$ cat config.mk
export PLATFORM = sky130hd
export DESIGN_NAME = lru_victim_select_with_qbs
export DESIGN_NICKNAME = d
export VERILOG_FILES = /design/src/design/lvs_pkg.sv /design/src/design/lru_victim_select_with_qbs.sv /design/src/design/lvs_ctrl.sv /design/src/design/lvs_datapath.sv
export SDC_FILE = /design/constraint.sdc
export NUM_CORES = 1
export LEC_CHECK = 0
export BUFFER_PORTS_ARGS = -buffer_cell sky130_fd_sc_hd__buf_2
export CAP_MARGIN = 5
export CORE_AREA = 2 2 141 102
export CTS_CLUSTER_SIZE = 28
export DETAILED_ROUTE_END_ITERATION = 7
export DIE_AREA = 0 0 143 104
export GPL_TIMING_DRIVEN = 0
export PLACE_DENSITY_LB_ADDON = 0.08
export SYNTH_ARGS = -nofsm -noshare
export SYNTH_HDL_FRONTEND = slang
export SYNTH_HIERARCHICAL = 1
export SYNTH_SLANG_ARGS = --single-unit
$ cat constraint.sdc
create_clock -name clk -period 12.07 [get_ports clk]
set_clock_uncertainty 0.15 [all_clocks]
set_input_delay 2.414 -clock clk [delete_from_list [all_inputs] [get_ports clk]]
set_output_delay 2.414 -clock clk [all_outputs]
set_load 0.1 [all_outputs]
$ cat src/design/lvs_pkg.sv
// Shared types, constants and command codes for the LRU victim selector.
`timescale 1ns / 1ps

package lvs_pkg;

  localparam int WAYS_DEF  = 8;
  localparam int MASK_W    = 8;
  localparam int LIMIT_W   = 4;
  localparam int MAX_ATT   = 8;
  localparam int ACC_W     = 3;
  localparam int FIELD3_W  = 3;
  localparam int IN_DATA_W = 32;
  localparam int OUT_DATA_W = 16;
  localparam int CFG_DATA_W = 32;
  localparam int CFG_ADDR_W = 3;

  localparam logic OP_TOUCH  = 1'b0;
  localparam logic OP_VICTIM = 1'b1;

  typedef logic [2:0] cmd_t;
  localparam cmd_t CMD_NONE      = 3'd0;
  localparam cmd_t CMD_LOAD      = 3'd1;
  localparam cmd_t CMD_TOUCH     = 3'd2;
  localparam cmd_t CMD_TAKE_INV  = 3'd3;
  localparam cmd_t CMD_START_ATT = 3'd4;
  localparam cmd_t CMD_SEARCH    = 3'd5;
  localparam cmd_t CMD_APPLY     = 3'd6;
  localparam cmd_t CMD_OUT       = 3'd7;

  typedef struct packed {
    logic op;
    logic any_inv;
    logic reject;
    logic out_free;
  } status_t;

endpackage

$ cat src/design/lru_victim_select_with_qbs.sv
// Top level: LRU victim selector with query-based rejection and its register port.
`timescale 1ns / 1ps

// Keeps the LRU stack of one cache set and serves one transaction at a time.
// A touch, or a victim request that finds an invalid way, is resolved in the
// start state; a victim request over valid ways makes N attempts (1 to
// attempt_limit, with 0 read as 1, at most 8), each a search over the stack
// registers followed by a promotion. The result then waits in the finish state
// until the output register is free. A new transaction is accepted as soon as the previous
// result has moved into the output register, even if it has not been taken.

module lru_victim_select_with_qbs #(
  parameter int WAYS = lvs_pkg::WAYS_DEF
) (
  input  logic                              clk,
  input  logic                              rst_n,
  input  logic                              in_tvalid,
  output logic                              in_tready,
  // accessed_way[2:0], valid_mask[10:3], eligible_mask[18:11],
  // lower_level_mask[26:19], zero fill
  input  logic [lvs_pkg::IN_DATA_W-1:0]     in_tdata,
  // op[0]
  input  logic                              in_tuser,
  output logic                              out_tvalid,
  input  logic                              out_tready,
  // victim_way[2:0], took_invalid[3], attempt_used[6:4], reject_count[9:7],
  // hit_position[12:10], zero fill
  output logic [lvs_pkg::OUT_DATA_W-1:0]    out_tdata,
  input  logic                              cfg_psel,
  input  logic                              cfg_penable,
  input  logic                              cfg_pwrite,
  input  logic [lvs_pkg::CFG_ADDR_W-1:0]    cfg_paddr,
  input  logic [lvs_pkg::CFG_DATA_W-1:0]    cfg_pwdata,
  output logic [lvs_pkg::CFG_DATA_W-1:0]    cfg_prdata,
  output logic                              cfg_pready
);

  logic [lvs_pkg::LIMIT_W-1:0] attempt_limit_r;
  logic                        cfg_sel0;
  lvs_pkg::cmd_t               cmd;
  lvs_pkg::status_t            stat;

  assign cfg_pready = 1'b1;
  assign cfg_sel0   = (cfg_paddr[2] == 1'b0);

  always_ff @(posedge clk) begin
    if (!rst_n) begin
      attempt_limit_r <= lvs_pkg::LIMIT_W'(1);
    end else if (cfg_psel && cfg_penable && cfg_pwrite && cfg_pready && cfg_sel0) begin
      attempt_limit_r <= cfg_pwdata[lvs_pkg::LIMIT_W-1:0];
    end
  end

  assign cfg_prdata = cfg_sel0 ? lvs_pkg::CFG_DATA_W'(attempt_limit_r) : '0;

  lvs_ctrl u_ctrl (
    .clk       (clk),
    .rst_n     (rst_n),
    .in_tvalid (in_tvalid),
    .in_tready (in_tready),
    .stat      (stat),
    .cmd       (cmd)
  );

  lvs_datapath #(
    .WAYS (WAYS)
  ) u_dp (
    .clk           (clk),
    .rst_n         (rst_n),
    .cmd           (cmd),
    .stat          (stat),
    .attempt_limit (attempt_limit_r),
    .in_tuser      (in_tuser),
    .in_tdata      (in_tdata),
    .out_tvalid    (out_tvalid),
    .out_tready    (out_tready),
    .out_tdata     (out_tdata)
  );

endmodule

$ cat src/design/lvs_ctrl.sv
// Controller state machine sequencing touches, invalid fills and victim attempts.
`timescale 1ns / 1ps

module lvs_ctrl (
  input  logic             clk,
  input  logic             rst_n,
  input  logic             in_tvalid,
  output logic             in_tready,
  input  lvs_pkg::status_t stat,
  output lvs_pkg::cmd_t    cmd
);

  localparam logic [2:0] S_IDLE   = 3'd0;
  localparam logic [2:0] S_START  = 3'd1;
  localparam logic [2:0] S_SEARCH = 3'd2;
  localparam logic [2:0] S_APPLY  = 3'd3;
  localparam logic [2:0] S_FINISH = 3'd4;

  logic [2:0] state_r, state_nxt;

  assign in_tready = (state_r == S_IDLE);

  always_comb begin
    state_nxt = state_r;
    cmd       = lvs_pkg::CMD_NONE;
    case (state_r)
      S_IDLE: begin
        if (in_tvalid) begin
          cmd       = lvs_pkg::CMD_LOAD;
          state_nxt = S_START;
        end
      end
      S_START: begin
        if (stat.op == lvs_pkg::OP_TOUCH) begin
          cmd       = lvs_pkg::CMD_TOUCH;
          state_nxt = S_FINISH;
        end else if (stat.any_inv) begin
          cmd       = lvs_pkg::CMD_TAKE_INV;
          state_nxt = S_FINISH;
        end else begin
          cmd       = lvs_pkg::CMD_START_ATT;
          state_nxt = S_SEARCH;
        end
      end
      S_SEARCH: begin
        cmd       = lvs_pkg::CMD_SEARCH;
        state_nxt = S_APPLY;
      end
      S_APPLY: begin
        cmd       = lvs_pkg::CMD_APPLY;
        state_nxt = stat.reject ? S_SEARCH : S_FINISH;
      end
      S_FINISH: begin
        if (stat.out_free) begin
          cmd       = lvs_pkg::CMD_OUT;
          state_nxt = S_IDLE;
        end
      end
      default: state_nxt = S_IDLE;
    endcase
  end

  always_ff @(posedge clk) begin
    if (!rst_n) begin
      state_r <= S_IDLE;
    end else begin
      state_r <= state_nxt;
    end
  end

endmodule

$ cat src/design/lvs_datapath.sv
// Datapath: LRU stack positions, victim search, promotion and result registers.
`timescale 1ns / 1ps

module lvs_datapath #(
  parameter int WAYS = lvs_pkg::WAYS_DEF
) (
  input  logic                            clk,
  input  logic                            rst_n,
  input  lvs_pkg::cmd_t                   cmd,
  output lvs_pkg::status_t                stat,
  input  logic [lvs_pkg::LIMIT_W-1:0]     attempt_limit,
  input  logic                            in_tuser,
  input  logic [lvs_pkg::IN_DATA_W-1:0]   in_tdata,
  output logic                            out_tvalid,
  input  logic                            out_tready,
  output logic [lvs_pkg::OUT_DATA_W-1:0]  out_tdata
);

  localparam int WW = $clog2(WAYS);
  localparam int MW = lvs_pkg::MASK_W;
  localparam int F3 = lvs_pkg::FIELD3_W;
  localparam int LW = lvs_pkg::LIMIT_W;

  // latched transaction
  logic                      op_r;
  logic [lvs_pkg::ACC_W-1:0] acc_r;
  logic [MW-1:0]             valid_r, elig_r, lower_r;

  logic [WW-1:0] pos_r [WAYS];
  logic [WW-1:0] pos_nxt [WAYS];

  logic [WW-1:0] pick_r;
  logic [F3-1:0] att_r, rej_r;

  logic [F3-1:0] res_victim_r, res_used_r, res_rej_r, res_hit_r;
  logic          res_inv_r;

  logic                          out_valid_r;
  logic [lvs_pkg::OUT_DATA_W-1:0] out_data_r;

  // per-way masks; ways beyond the mask width read as zero
  logic [WAYS-1:0] wvalid, welig, wlower;
  genvar g;
  generate
    for (g = 0; g < WAYS; g++) begin : g_mask
      if (g < MW) begin : g_in
        assign wvalid[g] = valid_r[g];
        assign welig[g]  = elig_r[g];
        assign wlower[g] = lower_r[g];
      end else begin : g_out
        assign wvalid[g] = 1'b0;
        assign welig[g]  = 1'b0;
        assign wlower[g] = 1'b0;
      end
    end
  endgenerate

  // touch target
  logic          acc_ok;
  logic [WW-1:0] acc_idx;
  assign acc_ok  = (32'(acc_r) < 32'(WAYS));
  assign acc_idx = WW'(acc_r);

  // lowest invalid way
  logic [WW-1:0] inv_way;
  always_comb begin
    inv_way = '0;
    for (int i = WAYS - 1; i >= 0; i--) begin
      if (!wvalid[i]) inv_way = WW'(i);
    end
  end

  // eligible way with the greatest nonzero position
  logic [WAYS-1:0] hold;
  logic [WW-1:0]   best_p, pick_sel;
  logic            found;
  always_comb begin
    hold = '0;
    for (int p = 1; p < WAYS; p++) begin
      for (int i = 0; i < WAYS; i++) begin
        if (welig[i] && pos_r[i] == WW'(p)) hold[p] = 1'b1;
      end
    end
    best_p = '0;
    found  = 1'b0;
    for (int p = 1; p < WAYS; p++) begin
      if (hold[p]) begin
        best_p = WW'(p);
        found  = 1'b1;
      end
    end
    pick_sel = '0;
    for (int i = 0; i < WAYS; i++) begin
      if (found && pos_r[i] == best_p) pick_sel = WW'(i);
    end
  end

  // attempt bookkeeping
  logic [LW-1:0] eff_limit;
  logic          last_att, reject;
  always_comb begin
    if (attempt_limit == '0) begin
      eff_limit = LW'(1);
    end else if (32'(attempt_limit) > lvs_pkg::MAX_ATT) begin
      eff_limit = LW'(lvs_pkg::MAX_ATT);
    end else begin
      eff_limit = attempt_limit;
    end
  end
  assign last_att = ((LW'(att_r) + LW'(1)) >= eff_limit);
  assign reject   = !last_att && wlower[pick_r];

  // promotion to MRU
  logic          prom_en;
  logic [WW-1:0] prom_way, old_pos;
  always_comb begin
    prom_en  = 1'b0;
    prom_way = pick_r;
    case (cmd)
      lvs_pkg::CMD_TOUCH: begin
        prom_en  = acc_ok;
        prom_way = acc_idx;
      end
      lvs_pkg::CMD_TAKE_INV: begin
        prom_en  = 1'b1;
        prom_way = inv_way;
      end
      lvs_pkg::CMD_APPLY: begin
        prom_en  = 1'b1;
        prom_way = pick_r;
      end
      default: prom_en = 1'b0;
    endcase
    old_pos = pos_r[prom_way];
    for (int i = 0; i < WAYS; i++) begin
      if (!prom_en) begin
        pos_nxt[i] = pos_r[i];
      end else if (WW'(i) == prom_way) begin
        pos_nxt[i] = '0;
      end else if (pos_r[i] < old_pos) begin
        pos_nxt[i] = pos_r[i] + WW'(1);
      end else begin
        pos_nxt[i] = pos_r[i];
      end
    end
  end

  assign stat.op       = op_r;
  assign stat.any_inv  = ~&wvalid;
  assign stat.reject   = reject;
  assign stat.out_free = !out_valid_r || out_tready;

  always_ff @(posedge clk) begin
    if (!rst_n) begin
      for (int i = 0; i < WAYS; i++) pos_r[i] <= WW'(i);
    end else begin
      for (int i = 0; i < WAYS; i++) pos_r[i] <= pos_nxt[i];
    end
  end

  always_ff @(posedge clk) begin
    case (cmd)
      lvs_pkg::CMD_LOAD: begin
        op_r    <= in_tuser;
        acc_r   <= in_tdata[2:0];
        valid_r <= in_tdata[10:3];
        elig_r  <= in_tdata[18:11];
        lower_r <= in_tdata[26:19];
      end
      lvs_pkg::CMD_TOUCH: begin
        res_victim_r <= '0;
        res_inv_r    <= 1'b0;
        res_used_r   <= '0;
        res_rej_r    <= '0;
        res_hit_r    <= acc_ok ? F3'(pos_r[acc_idx]) : '0;
      end
      lvs_pkg::CMD_TAKE_INV: begin
        res_victim_r <= F3'(inv_way);
        res_inv_r    <= 1'b1;
        res_used_r   <= '0;
        res_rej_r    <= '0;
        res_hit_r    <= '0;
      end
      lvs_pkg::CMD_START_ATT: begin
        att_r <= '0;
        rej_r <= '0;
      end
      lvs_pkg::CMD_SEARCH: begin
        pick_r <= pick_sel;
      end
      lvs_pkg::CMD_APPLY: begin
        if (reject) begin
          att_r <= att_r + F3'(1);
          rej_r <= rej_r + F3'(1);
        end else begin
          res_victim_r <= F3'(pick_r);
          res_inv_r    <= 1'b0;
          res_used_r   <= att_r;
          res_rej_r    <= rej_r;
          res_hit_r    <= '0;
        end
      end
      lvs_pkg::CMD_OUT: begin
        out_data_r <= {3'b000, res_hit_r, res_rej_r, res_used_r, res_inv_r, res_victim_r};
      end
      default: ;
    endcase
  end

  always_ff @(posedge clk) begin
    if (!rst_n) begin
      out_valid_r <= 1'b0;
    end else if (cmd == lvs_pkg::CMD_OUT) begin
      out_valid_r <= 1'b1;
    end else if (out_tready) begin
      out_valid_r <= 1'b0;
    end
  end

  assign out_tvalid = out_valid_r;
  assign out_tdata  = out_data_r;

endmodule

**Yosys cells after proc, flatten, opt, wreduce, memory -nomap -nowiden**

Memory sizes are Yosys's and may differ from the RTL's. A register that Yosys moved wholly into a read port is not among the register bits.
Index checks and enable logic that the tools add are counted.

- Memory bits (writable): 24
- Output and inout port bits: 51
- Memory bits (read-only): 0
- Memories: 1
- Register bits: 71
- Bits in latches: 0
- Word-level logic and storage cells: 375

Memories:

| memory | words | width | rd ports | clocked after Yosys merged registers in | write ports | RTL line | source |
|---|---|---|---|---|---|---|---|
| u_dp.pos_r | 8 | 3 | 10 | 1 | 8 | lvs_datapath.sv:29 | `logic [WW-1:0] pos_r [WAYS];` |

- Shift-type cells: 0
- Bitwise logic cells: 9
- Multiplexer cells: 153
- $add $sub $neg: 11
- Equal/unequal tests: 85
- Div/mod/pow operators: 0
- Multiply operators: 0
- Magnitude comparators: 11
- Reductions and logical operators: 86

Operator list:

| kind | number |
|---|---|
| $mux 3 | 59 |
| $eq 3x3->1 const B | 37 |
| $mux 1 | 74 |
| $logic_and 1x1->1 | 67 |
| $eq 3x2->1 const B | 20 |
| $add 3x1->3 const B | 10 |
| $eq 3x1->1 const B | 10 |
| $pmux 3 s2 | 5 |
| $pmux 3 s5 | 2 |
| $lt 3x3->1 | 8 |
| $eq 3x3->1 | 7 |
| $pmux 3 s3 | 2 |
| $eq 3x3->1 const A | 4 |
| $mux 2 | 6 |
| $mux 4 | 3 |
| $or 1x1->1 | 8 |
| $reduce_and 2->1 | 4 |
| $reduce_and 8->1 | 1 |
| $eq 2x3->1 const A | 2 |
| $logic_not 3->1 | 2 |
| $ne 2x2->1 const B | 3 |
| $reduce_bool 2->1 | 3 |
| $add 3x1->4 const B | 1 |
| $ge 4x4->1 | 1 |
| 14 further kinds | 16 |

**Longest topological paths before layout**

An unclocked memory read counts as a cell.

- Depth in word-level cells: 26
- Depth in mapped cells: 23
- Gate-level depth less buffers: 21

**By module**

The synthesis kept the hierarchy.

By module, submodules not included:

| module | sequential area each (µm²) | cells an instance | instances | area an instance (µm²) |
|---|---|---|---|---|
| lvs_datapath | 2452.4 | 573 | 1 | 5931.9 |
| lru_victim_select_with_qbs | 80.1 | 53 | 1 | 431.7 |
| lvs_ctrl | 60.1 | 28 | 1 | 234.0 |

**Worst setup path after synthesis**

OpenSTA, ideal clock, no wires.

- Kind: input to output
- Start point: input cfg_paddr[2] in the netlist's numbering
- End point: output cfg_prdata[2] in the netlist's numbering
- Path buffers: 0
- Cell stages on the path: 1
- Data arrival time: 3749 ps
- Path slack: 5757 ps
- Data required time: 9506 ps
- Path through: nor2b_1

- Word-level cells in the longest chain between the ends: 1

Ends and longest elaborated chain:

| element | RTL line | source |
|---|---|---|
| from (decl) | lru_victim_select_with_qbs.sv:32 | `input logic [lvs_pkg::CFG_ADDR_W-1:0] cfg_paddr,` |
| $mux 4 | lru_victim_select_with_qbs.sv:54 | `assign cfg_prdata = cfg_sel0 ? lvs_pkg::CFG_DATA_W'(attempt_limit_r) : '0;` |
| to (decl) | lru_victim_select_with_qbs.sv:34 | `output logic [lvs_pkg::CFG_DATA_W-1:0] cfg_prdata,` |

No other way between the ends.

==> flow_metrics.tcl <==
set metrics [dict create \
    async_reset_ff_frac 0 \
    pre_cts_ws_ns 4.33 \
    cp_max_fo 10 \
    final_antenna_net_count 0 \
    multiInputGateArea_sq_um 3580 \
    yosys.area_share.simple 0.178 \
    p_seq_frac 0.369 \
    cp-start-kind "input pin" \
    initial_core_util 0.487 \
    grt_usage 0.251 \
    drive_gt1_frac 0.201 \
    switching_share 0.384 \
    postRouteWirelength_um 18300 \
    cp-end-kind "flip-flop" \
    ctsResizeCount 0 \
    setup_tns_ns 0 \
    wl_met2_um 7350 \
    routed_via_density 5.72 \
    clk_pin_slew_ns 0.07 \
    area_delta_synth_final_pct 15.1 \
    crit_start "out_tready" \
    grt_setup_unrepaired "false" \
    synth-seq-cells 98 \
    peakVddDrop_mv 0.0838 \
    cpLargestDelayFamily "compound AO/OA/AOI/OAI gates" \
    synth_top_family_by_area "simple AND/OR/NAND/NOR gates" \
    combPwrFrac 0.369 \
    stdcell_area_sq_um 7590 \
    critical_path.max_stage_delay_ns 0.89 \
    min_from "u_dp/res_inv_r" \
    worstSetupPathType "input pin to flip-flop" \
    fillerInstances 1189 \
    setup_viol 0 \
    highest_layer "met4" \
    vias 5434 \
    p_clk_frac 0.262 \
    drt_iter0_drc 513 \
    drc_errors 0 \
    slowest_stage "a21oi_1" \
    htreeDepth 3 \
    fin_nets 900 \
    synth.distinct_cells 70 \
    path_common_cell "a21oi_1" \
    insertion_delay_ns 0.35 \
    grt_max_degree 20 \
    fin_ws_ns 4.37 \
    seq_area_sq_um 2590 \
    port_buffers 58 \
    tightest_slew_ns 1.10 \
    path_cells "buf_2 -> nand2b_1 -> nand3_1 -> o21ai_0 -> nor2b_1 -> nand2_1 -> inv_1 -> o211ai_1 -> and2_1 -> clkbuf_1 -> clkbuf_1 -> nor2_1 -> a211oi_1 -> a21oi_1 -> a21oi_1 -> ha_1 -> a21oi_1 -> o21ai_1 -> or4_1 -> a31oi_1" \
    cts_setup_buffers 0 \
    rows 36 \
    finalHoldViolations 0 \
    r2r-start "u_dp/valid_r[1]" \
    netlist_area_sq_um 6600 \
    max_freq_ghz 0.130 \
    slew_headroom 0.266 \
    grt_pass1_vias 5035 \
    grt-ovfl-total 0 \
    netlist_instances 654 \
    met3WireLength_um 2120 \
    cts_buffer_depth 2 \
    power_uw 1170 \
    die_height_um 104 \
    arrival_ns 7.81 \
    required_ns 12.18 \
    hold_class "flip-flop to flip-flop" \
    min_period_over_period 0.638 \
    avgSynthCellArea_sq_um 10.1 \
    yosys_warnings 6 \
    numCtsBuffers 9 \
    core_sq_um 13600 \
    wl_met1_um 8730 \
    path_buf_inv 4 \
    outcome "finished clean" \
    cts_tree "done" \
    p_per_area_nw_per_um2 154 \
    synthFlopType "edfxtp_1" \
    io-pin-count 126 \
    antenna_cells 0 \
    antenna_found_initial 1 \
    power.internal_uw 721 \
    synthXorXnorAreaFrac 0.0106 \
    final_max_slew_viol_count 0 \
    root_buffer "clkbuf_16" \
    synth_compound_area_frac 0.154 \
    synth_fa_ha_area_frac 0.133 \
    place_area_sq_um 7270 \
    period_needed_ns 7.70 \
    gp_congestion 1.01 \
    drt_pre_antenna_iters 5 \
    clock_sinks 98 \
    dp_hpwl_um 14600 \
    p_leak_uw 0.00324 \
    synth_edf_count 63 \
    ys_seq_area_frac 0.393 \
    power_switching_uw 449 \
    synth.mux.area_fraction 0.0480 \
    avgRoutedWirePerCell_um 19.3 \
    cap_violations 0 \
    cts_hold_buf 0 \
    fp.dieArea_sq_um 14900 \
    die_w_um 143 \
    grt_pass1_wl_um 28200 \
]
==> state kept, by name, indices dropped and copies added (netlist names), named ones only <==
signal	flops
attempt_limit_r	4
u_dp/op_r	1
u_dp/res_used_r	3
u_dp/res_inv_r	1
u_dp/res_hit_r	3
u_dp/out_tvalid	1
u_ctrl/state_r	3
u_dp/att_r	3
u_dp/pick_r	3
u_dp/lower_r	8
u_dp/elig_r	8
u_dp/res_victim_r	3
u_dp/valid_r	8
u_dp/acc_idx	3
u_dp/rej_r	3
u_dp/res_rej_r	3
u_dp/pos_r	24
u_dp/out_tdata	13
==> layer usage <==
layer,vias to the layer above,global-route usage
li1,2569,-
met1,2579,0.385
met2,274,0.339
met3,12,0.0893
met4,0,0.0495
met5,-,0
==> worst register-to-register path: cells and delay by family (launching register included) <==
family / cells / cell delay (ns)
compound gates: 9 / 2.99
flops: 1 / 0.37
fa+ha+maj: 1 / 0.41
buf+inv: 4 / 0.98
simple gates: 8 / 1.55
==> cells by family after synthesis <==
family | after synthesis
buf+inv | 97
compound gates | 141
mux | 21
simple gates | 216
xor+xnor | 8
fa+ha+maj | 70
other cells | 3
flops | 98
==> area by class of cell <==
cell class,instances,area share
inverters,38,0.0188
plain buffers,59,0.0519
clock inverters,7,0.0125
repair buffers,61,0.0427
flip-flops and latches,98,0.341
clock buffers,9,0.0297
multi-input cells,488,0.472
well taps,190,0.0313
==> power groups by stage <==
stage | clock, uW | combinational (uW) | sequential (uW)
5_1_grt | 328 | 470 | 435
3_3_place_gp | 0 | 412 | 437
6_report | 306 | 432 | 431
4_1_cts | 312 | 424 | 429
3_5_place_dp | 0 | 423 | 437
2_1_floorplan | 0 | 327 | 423
==> stage by stage <==
step	hold WS [ns]	std cells	utilization
global route	0.292	950	0.560
detailed placement	0.256	934	0.536
global placement	0.258	931	0.534
CTS	0.273	950	0.560
finish	0.275	950	0.560
floorplan	0.250	683	-
==> placed cells by master (no fill, tap or decap), types with 6 or more instances in the layout <==
cell and instances:
ha_1 70, nand2_1 64, edfxtp_1 63, buf_2 61
buf_4 37, inv_1 37, dfxtp_1 35, conb_1 32
a21oi_1 28, nor2_1 26, nor3_1 17, o21ai_0 17
and2_1 17, a22oi_1 16, nand3_1 15, clkbuf_1 15
nor2b_1 12, mux2i_1 11, o211ai_1 10, o221ai_1 10
clkbuf_16 9, or3_1 8, buf_6 7, o22ai_1 7
xnor2_1 7, or2_2 7, mux4_2 7, nand3b_1 6
and3b_1 6, a211oi_1 6, o32ai_1 6
==> synthesized netlist by cell type, types with 4 or more instances <==
master,count,share of area
dfxtp_1,35,0.11
nand2b_1,5,0.0047
mux4_2,7,0.024
a21oi_1,28,0.021
nand2_1,64,0.036
or3_1,8,0.0076
inv_1,37,0.021
nor2_1,26,0.015
and3b_1,6,0.0080
nor2b_1,12,0.011
o22ai_1,7,0.0066
a211oi_1,6,0.0068
a21o_1,4,0.0046
edfxtp_1,63,0.29
a22o_1,4,0.0053
mux2i_1,11,0.017
buf_6,4,0.0068
nor4_1,5,0.0047
and2_1,17,0.016
nand3b_1,6,0.0068
xnor2_1,7,0.0093
o211ai_1,10,0.011
a32o_1,4,0.0061
o221ai_1,10,0.013
a22oi_1,16,0.018
clkbuf_1,15,0.0085
nand3_1,15,0.011
o21ai_0,17,0.013
buf_4,37,0.042
a31oi_1,5,0.0047
or2_2,7,0.0066
nor3_1,17,0.013
nand4_1,5,0.0047
ha_1,70,0.13
o32ai_1,6,0.0080
==> worst paths after layout <==
| kind | end | slack [ns] | cells past startpoint |
|---|---|---|---|
| max | u_dp/pos_r[0][2] | 4.37 | 20 |
| min | u_dp/out_tdata[3] | 0.28 | 0 |
| max reg2reg | u_dp/pos_r[0][2] | 5.54 | 22 |
| min reg2reg | u_dp/out_tdata[3] | 0.28 | 0 |
Power figures use the tool's default switching activity.
